<file path="src/design/suas_pkg.sv">
// shared types and constants for the sorted unique address set core
// no dependencies
`default_nettype none

package suas_pkg;

   localparam int CAPACITY = 128;
   localparam int ADDR_W   = 64;
   localparam int INDEX_W  = 7;
   localparam int OP_W     = 2;
   localparam int STATUS_W = 3;
   localparam int TOTAL_W  = 8;
   localparam int IDX_W    = $clog2(CAPACITY);
   localparam int CNT_W    = $clog2(CAPACITY + 1);
   localparam int CMP_W    = (IDX_W > INDEX_W) ? IDX_W : INDEX_W;

   localparam logic [OP_W-1:0] OP_INSERT = 2'd0;
   localparam logic [OP_W-1:0] OP_REMOVE = 2'd1;
   localparam logic [OP_W-1:0] OP_READ   = 2'd2;

   typedef enum logic [STATUS_W-1:0] {
      ST_OK       = 3'd0,
      ST_DUP      = 3'd1,
      ST_FULL     = 3'd2,
      ST_NOTFOUND = 3'd3,
      ST_RANGE    = 3'd4
   } status_type;

   typedef enum logic [1:0] {
      S_IDLE,
      S_SEARCH,
      S_APPLY
   } state_type;

   // control broadcast to every cell
   typedef struct packed {
      logic search;
      logic ins_shift;
      logic rem_shift;
   } cell_ctl_type;

endpackage

`default_nettype wire

</file>
<file path="src/design/suas_ctrl.sv">
// sequencer for the cell chain: state, entry count and result status
// depends on suas_pkg
`default_nettype none

module suas_ctrl (
   input  wire                            clock,
   input  wire                            reset,
   input  wire                            req_fire,
   input  wire                            out_free,
   input  wire [suas_pkg::OP_W-1:0]       op,
   input  wire                            key_zero,
   input  wire                            any_eq,
   input  wire                            any_rd,
   output logic                           ready,
   output logic                           commit,
   output suas_pkg::cell_ctl_type         cell_ctl,
   output suas_pkg::status_type           status,
   output logic [suas_pkg::CNT_W-1:0]     count,
   output logic [suas_pkg::CNT_W-1:0]     count_next
);

   suas_pkg::state_type state_ff, state_in;
   logic [suas_pkg::CNT_W-1:0] count_ff;
   logic full;

   assign full = (count_ff == suas_pkg::CNT_W'(suas_pkg::CAPACITY));

   always_comb begin
      state_in = state_ff;
      case (state_ff)
         suas_pkg::S_IDLE:   if (req_fire) state_in = suas_pkg::S_SEARCH;
         suas_pkg::S_SEARCH: state_in = suas_pkg::S_APPLY;
         suas_pkg::S_APPLY:  if (out_free) state_in = suas_pkg::S_IDLE;
         default:            state_in = suas_pkg::S_IDLE;
      endcase
   end

   always_comb begin
      ready              = (state_ff == suas_pkg::S_IDLE);
      commit             = (state_ff == suas_pkg::S_APPLY) && out_free;
      cell_ctl.search    = (state_ff == suas_pkg::S_SEARCH);
      cell_ctl.ins_shift = 1'b0;
      cell_ctl.rem_shift = 1'b0;
      status             = suas_pkg::ST_OK;
      count_next         = count_ff;
      case (op)
         suas_pkg::OP_INSERT: begin
            if (key_zero) begin
               status = suas_pkg::ST_OK;
            end else if (any_eq) begin
               status = suas_pkg::ST_DUP;
            end else if (full) begin
               status = suas_pkg::ST_FULL;
            end else begin
               cell_ctl.ins_shift = commit;
               count_next         = count_ff + suas_pkg::CNT_W'(1);
            end
         end
         suas_pkg::OP_REMOVE: begin
            if (key_zero || !any_eq) begin
               status = suas_pkg::ST_NOTFOUND;
            end else begin
               cell_ctl.rem_shift = commit;
               count_next         = count_ff - suas_pkg::CNT_W'(1);
            end
         end
         suas_pkg::OP_READ: begin
            if (!any_rd) status = suas_pkg::ST_RANGE;
         end
         default: status = suas_pkg::ST_OK;
      endcase
   end

   always_ff @(posedge clock) begin
      if (reset) begin
         state_ff <= suas_pkg::S_IDLE;
         count_ff <= '0;
      end else begin
         state_ff <= state_in;
         if (commit) count_ff <= count_next;
      end
   end

   assign count = count_ff;

endmodule

`default_nettype wire

</file>
<file path="config.mk">
export PLATFORM = sky130hd
export DESIGN_NAME = suas_ctrl
export DESIGN_NICKNAME = d
export VERILOG_FILES = /design/src/design/suas_pkg.sv /design/src/design/suas_ctrl.sv
export SDC_FILE = /design/constraint.sdc
export NUM_CORES = 1
export LEC_CHECK = 0
export ABC_AREA = 1
export BUFFER_PORTS_ARGS = -buffer_cell sky130_fd_sc_hd__buf_4
export CELL_PAD_IN_SITES_DETAIL_PLACEMENT = 0
export CELL_PAD_IN_SITES_GLOBAL_PLACEMENT = 1
export CORE_MARGIN = 3
export CORE_UTILIZATION = 32
export CTS_CLUSTER_DIAMETER = 80
export DETAILED_ROUTE_END_ITERATION = 16
export PLACE_DENSITY = 0.8
export SYNTH_ARGS = -nofsm -noshare
export SYNTH_HDL_FRONTEND = slang
export SYNTH_SLANG_ARGS = --single-unit
export TNS_END_PERCENT = 1
</file>
<file path="constraint.sdc">
create_clock -name clock -period 2 [get_ports clock]
set_clock_uncertainty 0.2 [all_clocks]
set_input_delay 0.4 -clock clock [delete_from_list [all_inputs] [get_ports clock]]
set_output_delay 0.4 -clock clock [all_outputs]
set_load 0.05 [all_outputs]
</file>
==> run metrics <==
share of cells above drive strength 1 between 40% and 50%; H-tree levels 1; Reg area between 200 and 250 sq um; RSZ-0062 raised after global routing true; GRT overflow 0; worst-skew pair later-pin latency about 0.27 ns; first-pass GRT wire length around 5000 um; Clock Path Buffers 2; YS warnings 0; placed wire-length estimate 2460 um; Setup WS post-layout -0.1671 ns; top post-synthesis cells by area dfxtp_1, nand2_1, nand3_1, inv_1, a21oi_1; reg2reg setup slack between 0.4 and 0.5 ns; total track usage between 10% and 20%; Layout Nets about 230; syn nets 176; Setup TNS -1.052 ns; crit-path max cell delay between 0.3 and 0.4 ns; vias in the first global route approximately 1200; placed cells around 250; crit path time final 2.167 ns; LEAKAGE approximately 0.82 nW; Post-synth EDFFs 0; Synth area leader dfxtp_1; router iterations before antenna repair 4; # diodes 0; clock root cell clkbuf_4; drc violations 0; Core ar. ~2800 sq um; status complete, but fails checks; initial antenna violation count 0; Fillers between 200 and 300; cts-stage hold buffer count 0; asr flop ratio synth 0%; endpoint type of the worst setup path primary output; Commonest cells post-synth nand2_1, nand3_1, inv_1; post-synthesis sequential area ratio 20.97%; CP Buf/Inv Count 2; Starting Density about a third; IO Port Bufs 32; failing checks negative setup slack; Worst R2R Start count[0]; Die Span X ~61 um; reg2reg path depth 10; top_reg_cell synth dfxtp_1; TritonCTS clock tree done; critical path class reg2out; pin count of the biggest net entering global routing 11; Hold Vio Cnt, Final 0; Synth Cell Area ~950 sq um; Top Family by Delay on Critical Path simple AND/OR/NAND/NOR gates; drt wl/cell approximately 12 um; relative slew slack roughly 80%; die height between 60 and 70 um; P per Cell Area about 450 nW/um^2; final setup fails 9; Via Count ~1200; Max Slew Vio Count 0; cells after synthesis 164; Final Util a little under three fifths; CP cell instances inv_4, ha_4, nand3_2, nor2_4, or2_4, nand2_1, nand2_1, nand2_1, buf_6; CP most frequent cell nand2_1; Final ANT Viol Nets 0; Worst-Margin Slew around 0.3 ns; post-synth cell types 21; clk sinks 10; class of the worst hold path in2reg; Worst path slowest cell dfxtp_2; crit path DAT roughly 1.6 ns; Worst Hold Depth 3; vias per cell roughly 4.9; area share of the largest cell type after synthesis approximately a fifth; Startpoint Class register; area delta synth->final 67.76%; Routed WL 3080 um; VDD IR-drop max approximately 0.00035 V; Max-Cap Viols 0; Placer Congestion ~0.86; Synth Register Bits 10; die area about 3700 sq um; Crit path required time approximately 1.4 ns; R2R Path End count[3]; multi-input logic area 767.0 sq um; Non-Filler Instances between 200 and 300; Hold Path End state_ff[0]; syn_area_per_cell slightly below 6 sq um; Tcrit/Tclk final 108.4%; FP Rows 19; cts bufs inserted 3; CP max FO 3; hold_sp req_fire; number of top-level pins 33; count leader, synth nand2_1; FMAX 461.4 MHz; Hold WS around 0.18 ns; Starting DRT DRC Count 41; clock-pin slew on the worst setup and hold paths about 0.06 ns; total power a little over 700 uW
[stage by stage]
step / setup WS [ns] / area, sq um
floorplan: -0.3078 / 963.4
global placement: -0.04410 / 1393
detailed placement: -0.06921 / 1393
CTS: -0.1628 / 1543
global route: -0.2678 / 1602
finish: -0.1671 / 1602
[cells by family after synthesis]
family / count (synthesis) / synth area share (%)
compound gates: 20 / 11.27
fa+ha+maj: 3 / 3.932
buf+inv: 28 / 11.01
flops: 10 / 20.97
simple gates: 103 / 52.82
[cell type report]
type                            instances  area share (%)
Sequential cell                        10           12.89
Inverter                               26           6.406
Timing Repair Buffer                   54           28.12
Tap cell                               31           2.422
Clock buffer                            4           2.266
Multi-Input combinational cell        126           47.89
[cell usage in the layout (no fill, tap or decap), types with 3 or more instances in the layout]
master / Yosys / routed
a21oi_1: 11 / 10
buf_4: 0 / 42
buf_6: 0 / 12
clkbuf_4: 0 / 3
dfxtp_1: 10 / 5
dfxtp_2: 0 / 5
ha_4: 0 / 3
inv_1: 24 / 21
inv_2: 2 / 3
nand2_1: 43 / 39
nand2_2: 3 / 5
nand3_1: 25 / 19
nand3_2: 1 / 7
nand4_1: 7 / 7
nor2_1: 12 / 9
nor2_2: 5 / 5
nor2_4: 2 / 5
o21ai_1: 2 / 6
[sequential cells by signal, indices dropped and copies added, names as in the netlist]
register	flops
count	8
state_ff	2
[metal layers]
layer	share of wire (%)	vias up	GRT usage (%)
met1	47	541	24.17
li1	-	649	-
met4	1.7	0	8.050
met3	5.4	6	1.489
met5	0	-	0
met2	46	32	28.85
[worst register-to-register path, cell delays in order (launching register included)]
cell and delay (ns):
dfxtp_2 0.34, buf_6 0.14, nor2_4 0.10, nand2_2 0.08, nor2_4 0.18, a21oi_1 0.08
o21ai_1 0.11, buf_4 0.13, nand3_1 0.05, nand2_1 0.06, inv_1 0.04
[timing repair]
| action | 4_1_cts | 5_1_grt |
|---|---|---|
| resized for setup | 32 | 15 |
| pin swaps | 12 | 6 |
| buffers inserted | 0 | 1 |
| gates cloned | 0 | 0 |
| setup endpoints to repair | 10 | 11 |
[worst max path at each step]
stage,from,slack [ns],endpoint,depth (start not counted)
finish,count[0],-0.17,count_next[0],9
global route,count[0],-0.27,count_next[7],9
CTS,count[0],-0.16,count_next[2],8
detailed placement,key_zero,-0.07,count_next[7],9
global placement,op[1],-0.04,count_next[6],9
floorplan,count[0],-0.31,count_next[0],8
[power breakdown]
part	total, mW	internal, mW	switching [mW]	leakage [nW]
clock	0.187	0.111	0.0764	0.0210
sequential	0.218	0.209	0.00973	0.0837
combinational	0.322	0.117	0.206	0.720
total	0.728	0.436	0.292	0.825
Note: power is estimated with default switching activity, not from simulation.
