## src/design/suas_pkg.sv

```systemverilog
// shared types and constants for the sorted unique address set core
// no dependencies
`default_nettype none

package suas_pkg;

   localparam int CAPACITY = 128;
   localparam int ADDR_W   = 64;
   localparam int INDEX_W  = 7;
   localparam int OP_W     = 2;
   localparam int STATUS_W = 3;
   localparam int TOTAL_W  = 8;
   localparam int IDX_W    = $clog2(CAPACITY);
   localparam int CNT_W    = $clog2(CAPACITY + 1);
   localparam int CMP_W    = (IDX_W > INDEX_W) ? IDX_W : INDEX_W;

   localparam logic [OP_W-1:0] OP_INSERT = 2'd0;
   localparam logic [OP_W-1:0] OP_REMOVE = 2'd1;
   localparam logic [OP_W-1:0] OP_READ   = 2'd2;

   typedef enum logic [STATUS_W-1:0] {
      ST_OK       = 3'd0,
      ST_DUP      = 3'd1,
      ST_FULL     = 3'd2,
      ST_NOTFOUND = 3'd3,
      ST_RANGE    = 3'd4
   } status_type;

   typedef enum logic [1:0] {
      S_IDLE,
      S_SEARCH,
      S_APPLY
   } state_type;

   // control broadcast to every cell
   typedef struct packed {
      logic search;
      logic ins_shift;
      logic rem_shift;
   } cell_ctl_type;

endpackage

`default_nettype wire

```

## src/design/suas_cell.sv

```systemverilog
// one storage cell of the sorted chain: entry, compare flags, shift
// depends on suas_pkg
`default_nettype none

module suas_cell (
   input  wire                          clock,
   input  wire suas_pkg::cell_ctl_type  ctl,
   input  wire [suas_pkg::ADDR_W-1:0]   key,
   input  wire [suas_pkg::INDEX_W-1:0]  index,
   input  wire [suas_pkg::IDX_W-1:0]    position,
   input  wire                          occupied,
   input  wire                          left_lt,
   input  wire [suas_pkg::ADDR_W-1:0]   left_entry,
   input  wire [suas_pkg::ADDR_W-1:0]   right_entry,
   output logic [suas_pkg::ADDR_W-1:0]  entry,
   output logic                         lt,
   output logic                         eq,
   output logic                         rd_hit
);

   logic [suas_pkg::ADDR_W-1:0] entry_ff, entry_in;
   logic lt_ff, eq_ff, rd_hit_ff;

   always_comb begin
      entry_in = entry_ff;
      if (ctl.ins_shift && !lt_ff) begin
         // this cell and everything above moves up, the first one takes the key
         entry_in = left_lt ? key : left_entry;
      end else if (ctl.rem_shift && !lt_ff) begin
         entry_in = right_entry;
      end
   end

   always_ff @(posedge clock) begin
      entry_ff <= entry_in;
      if (ctl.search) begin
         lt_ff     <= occupied && (entry_ff < key);
         eq_ff     <= occupied && (entry_ff == key);
         rd_hit_ff <= occupied &&
                      (suas_pkg::CMP_W'(position) == suas_pkg::CMP_W'(index));
      end
   end

   assign entry  = entry_ff;
   assign lt     = lt_ff;
   assign eq     = eq_ff;
   assign rd_hit = rd_hit_ff;

endmodule

`default_nettype wire

```

## config.mk

```make
export PLATFORM = sky130hd
export DESIGN_NAME = suas_cell
export DESIGN_NICKNAME = d
export VERILOG_FILES = /design/src/design/suas_pkg.sv /design/src/design/suas_cell.sv
export SDC_FILE = /design/constraint.sdc
export NUM_CORES = 1
export LEC_CHECK = 0
export ABC_CLOCK_PERIOD_IN_PS = 4800
export BUFFER_PORTS_ARGS = -buffer_cell sky130_fd_sc_hd__buf_4
export CAP_MARGIN = 20
export CORE_MARGIN = 5
export CORE_UTILIZATION = 45
export DETAILED_ROUTE_END_ITERATION = 10
export GPL_TIMING_DRIVEN = 0
export PLACE_DENSITY = 0.82
export REMOVE_ABC_BUFFERS = 1
export SYNTH_ARGS = -nofsm -noshare
export SYNTH_HDL_FRONTEND = slang
export SYNTH_SLANG_ARGS = --single-unit
```

## constraint.sdc

```tcl
create_clock -name clock -period 4.8 [get_ports clock]
set_input_delay 0.96 -clock clock [delete_from_list [all_inputs] [get_ports clock]]
set_output_delay 0.96 -clock clock [all_outputs]
set_load 0.05 [all_outputs]
```

==> results.py <==
metrics = {
    "clocking": {
        "postCtsSetupBuffers": 0,
        "clock-sinks": 67,
        "clkLatencyLatePin_ns": 0.32,
        "root_buffer": "clkbuf_16",
        "cts_tree": "built",
        "cts_resized": 0,
        "postCtsHoldBufs": 0,
        "clockBufferDepth": 2,
        "h-tree-depth": 3,
        "cts_buffers": 9,
        "clk_pin_slew_ns": 0.05,
    },
    "sta": {
        "slew_headroom": 0.2725,
        "finClkSkew_ns": 0.003055,
        "tightest_slew_ns": 1.091,
        "period_share": 0.5400,
        "tns_ns": 0,
        "fmax_ghz": 0.3858,
        "min_period_ns": 2.592,
        "hold_viol_final": 0,
        "slew_viol_final": 0,
        "rsz0062_at_grt": "false",
        "holdWs_ns": 0.7796,
        "setup_ws_ns": 2.208,
        "finalSetupViolCount": 0,
    },
    "final_layout": {
        "stdcell_count": 941,
        "area_growth_pct": 49.77,
        "fillers": 864,
        "n_antenna_cell": 0,
        "layout-drive-gt1-share": 0.3795,
        "fin_nets": 1073,
    },
    "synth": {
        "synthSimpleGateAreaFrac": 0.1195,
        "yosysWarnings": 0,
        "netlist_area_um2": 5069,
        "synthXorXnorAreaFrac": 0.01210,
        "syn_inst": 526,
        "synth_top_family_by_area": "adder cells",
        "synth_compound_area_frac": 0.1190,
        "ys_seq_elements": 67,
        "ys_seq_area_frac": 0.3969,
        "avgSynthCellArea_um2": 9.636,
        "synthAdderAreaFrac": 0.1580,
        "ys_types": 31,
        "muxShareOfSynthArea": 0.1264,
    },
    "setup_path": {
        "cpMostUsedCell": "and3_1",
        "reg2reg_depth": 6,
        "crit_path_top_delay_cell": "nor4_2",
        "arrival_ns": 2.66,
        "crit_buf_inv": 2,
        "criticalPathCategory": "primary input to flop",
        "required_ns": 4.87,
        "r2r-end": "lt",
        "rr_startpoint": "entry[62]",
        "cp_cell_sequence": "buf_4 > inv_1 > ha_1 > nand4_2 > nor4_2 > and3_1 > a31oi_1 > and3_1",
        "worst_path_largest_cell_delay_ns": 0.44,
        "crit_fanout": 4,
        "rrSetupSlack_ns": 2.54,
        "cp_top_family": "simple AND/OR/NAND/NOR gates",
        "startpoint_type": "primary input",
        "endpoint_kind": "flop",
    },
    "worst_hold_path": {
        "hold_end": "entry[48]",
        "min_path_cells": 1,
        "hp-start": "lt",
        "holdCritPathClass": "flop to flop",
    },
    "flow_run": {
        "maxCapViolCount": 0,
    },
    "drt": {
        "drt_iter0_drc": 186,
        "wl_um": 15760,
        "viasPerCell": 5.186,
        "wl_per_cell_um": 16.75,
        "vias": 4880,
        "drt_pass1_iterations": 4,
        "postRouteAntennaNets": 0,
        "drc": 0,
    },
    "floorplanning": {
        "fp-row-count": 38,
        "die_h_um": 116.1,
        "ioPinCount": 279,
        "die_area_um2": 13490,
        "core_um2": 10940,
        "floorplan.die.width_um": 116.1,
        "start_util": 0.4635,
    },
    "global_routing": {
        "overflow": 0,
        "grt_use_total": 0.2289,
        "grt_pass1_wl_um": 24120,
        "grt_antenna_before_repair": 0,
        "grt_pass1_vias": 5189,
        "grt_max_degree": 69,
    },
    "place": {
        "port_buffers": 278,
        "dp_hpwl_um": 13170,
        "place.gp.congestion": 0.8865,
        "pre_cts_slack_ns": 1.857,
        "dp.cells": 926,
    },
    "power": {
        "peakVddDrop_mv": 0.1537,
        "p_total_w": 0.002148,
        "p_leak_nw": 3.911,
        "power_density_nw_per_um2": 283.0,
    },
    "run_status": {
        "status": "finished clean",
    },
}
## cell families after synthesis
logic type | after synthesis
AOI/OAI and AO/OA | 113
xor gates and xnor gates | 7
adders and majority gates | 64
buffers and inverters | 89
DFF | 67
muxes | 64
and+or+nand+nor | 122
## Yosys cell counts
| master | n | area share |
|---|---|---|
| a221oi_1 | 3 | 0.0052 |
| nor2_1 | 5 | 0.0037 |
| nand3_1 | 5 | 0.0049 |
| a22oi_1 | 2 | 0.0030 |
| o21a_1 | 1 | 0.0015 |
| nand4_4 | 1 | 0.0042 |
| edfxtp_1 | 67 | 0.40 |
| mux2i_1 | 64 | 0.13 |
| buf_2 | 9 | 0.0089 |
| a221o_1 | 1 | 0.0020 |
| nor4_2 | 3 | 0.0074 |
| nand2b_1 | 2 | 0.0025 |
| and2_4 | 1 | 0.0017 |
| a31oi_1 | 1 | 0.0012 |
| nand4b_1 | 1 | 0.0017 |
| nand4_1 | 10 | 0.012 |
| nor4_4 | 1 | 0.0042 |
| xnor2_1 | 7 | 0.012 |
| nand4_2 | 3 | 0.0074 |
| o21ai_0 | 69 | 0.068 |
| inv_1 | 68 | 0.050 |
| nor3_1 | 2 | 0.0020 |
| o211ai_1 | 2 | 0.0030 |
| o21ai_1 | 5 | 0.0049 |
| ha_1 | 64 | 0.16 |
| a21oi_1 | 26 | 0.026 |
| clkbuf_1 | 12 | 0.0089 |
| a21o_1 | 3 | 0.0044 |
| nor3_2 | 1 | 0.0020 |
| and3_1 | 2 | 0.0025 |
| nand2_1 | 85 | 0.063 |
## power by group
group | switching (W) | internal [W] | leakage, nW
Combinational | 0.000447 | 0.000313 | 3.12
Sequential | 0.0000345 | 0.000723 | 0.656
Clock | 0.000235 | 0.000395 | 0.134
## layout by cell type, fill, tap and decap left out, drive strengths merged, types with 11 or more instances in the layout
cell type | Yosys | routed
buf | 9 | 281
nand2 | 85 | 85
o21ai | 74 | 74
inv | 68 | 68
edfxtp | 67 | 67
mux2i | 64 | 64
ha | 64 | 64
a21oi | 26 | 26
nand4 | 14 | 14
clkbuf | 12 | 11
## worst reg2reg max path: stages (launching register included)
cell      delay, ns
edfxtp_1       0.41
ha_1           0.34
nand4_2        0.17
nor4_2         0.44
and3_1         0.29
a31oi_1        0.13
and3_1         0.21
## registers in the layout, summed over array words and instances (netlist names)
name,count
entry,64
eq,1
lt,1
rd_hit,1
## per-stage QoR
| stage | util | area, um^2 |
|---|---|---|
| 3_3_place_gp | 0.6621 | 7241 |
| 6_report | 0.6942 | 7591 |
| 5_1_grt | 0.6942 | 7591 |
| 3_5_place_dp | 0.6690 | 7316 |
| 2_1_floorplan | - | 4979 |
| 4_1_cts | 0.6942 | 7591 |
## metal layers
metal	share of wire	track usage	vias up
met2	0.52	0.4189	208
met1	0.36	0.2489	2212
met3	0.082	0.05233	41
li1	-	-	2419
met5	0	0	-
met4	0.037	0.1098	0
## layout make-up
class,instances,area [um^2],area share
clock inverter,4,42.54,0.005604
timing repair buffer,281,2147,0.2828
sequential,67,2012,0.2650
clock buffer,11,232.7,0.03066
multi-input combinational,370,2726,0.3592
inverter,68,255.2,0.03362
tap,140,175.2,0.02308
## worst max path at each step
stage	slack, ns	cells after the start	startpoint	end
floorplan	0.61	2	ctl[1]	entry[0]
global placement	-0.89	3	ctl[0]	entry[47]
detailed placement	1.86	8	key[62]	lt
CTS	2.19	8	key[62]	lt
global route	2.08	8	key[62]	lt
finish	2.21	8	key[62]	lt
(Power assumes the default switching activity.)
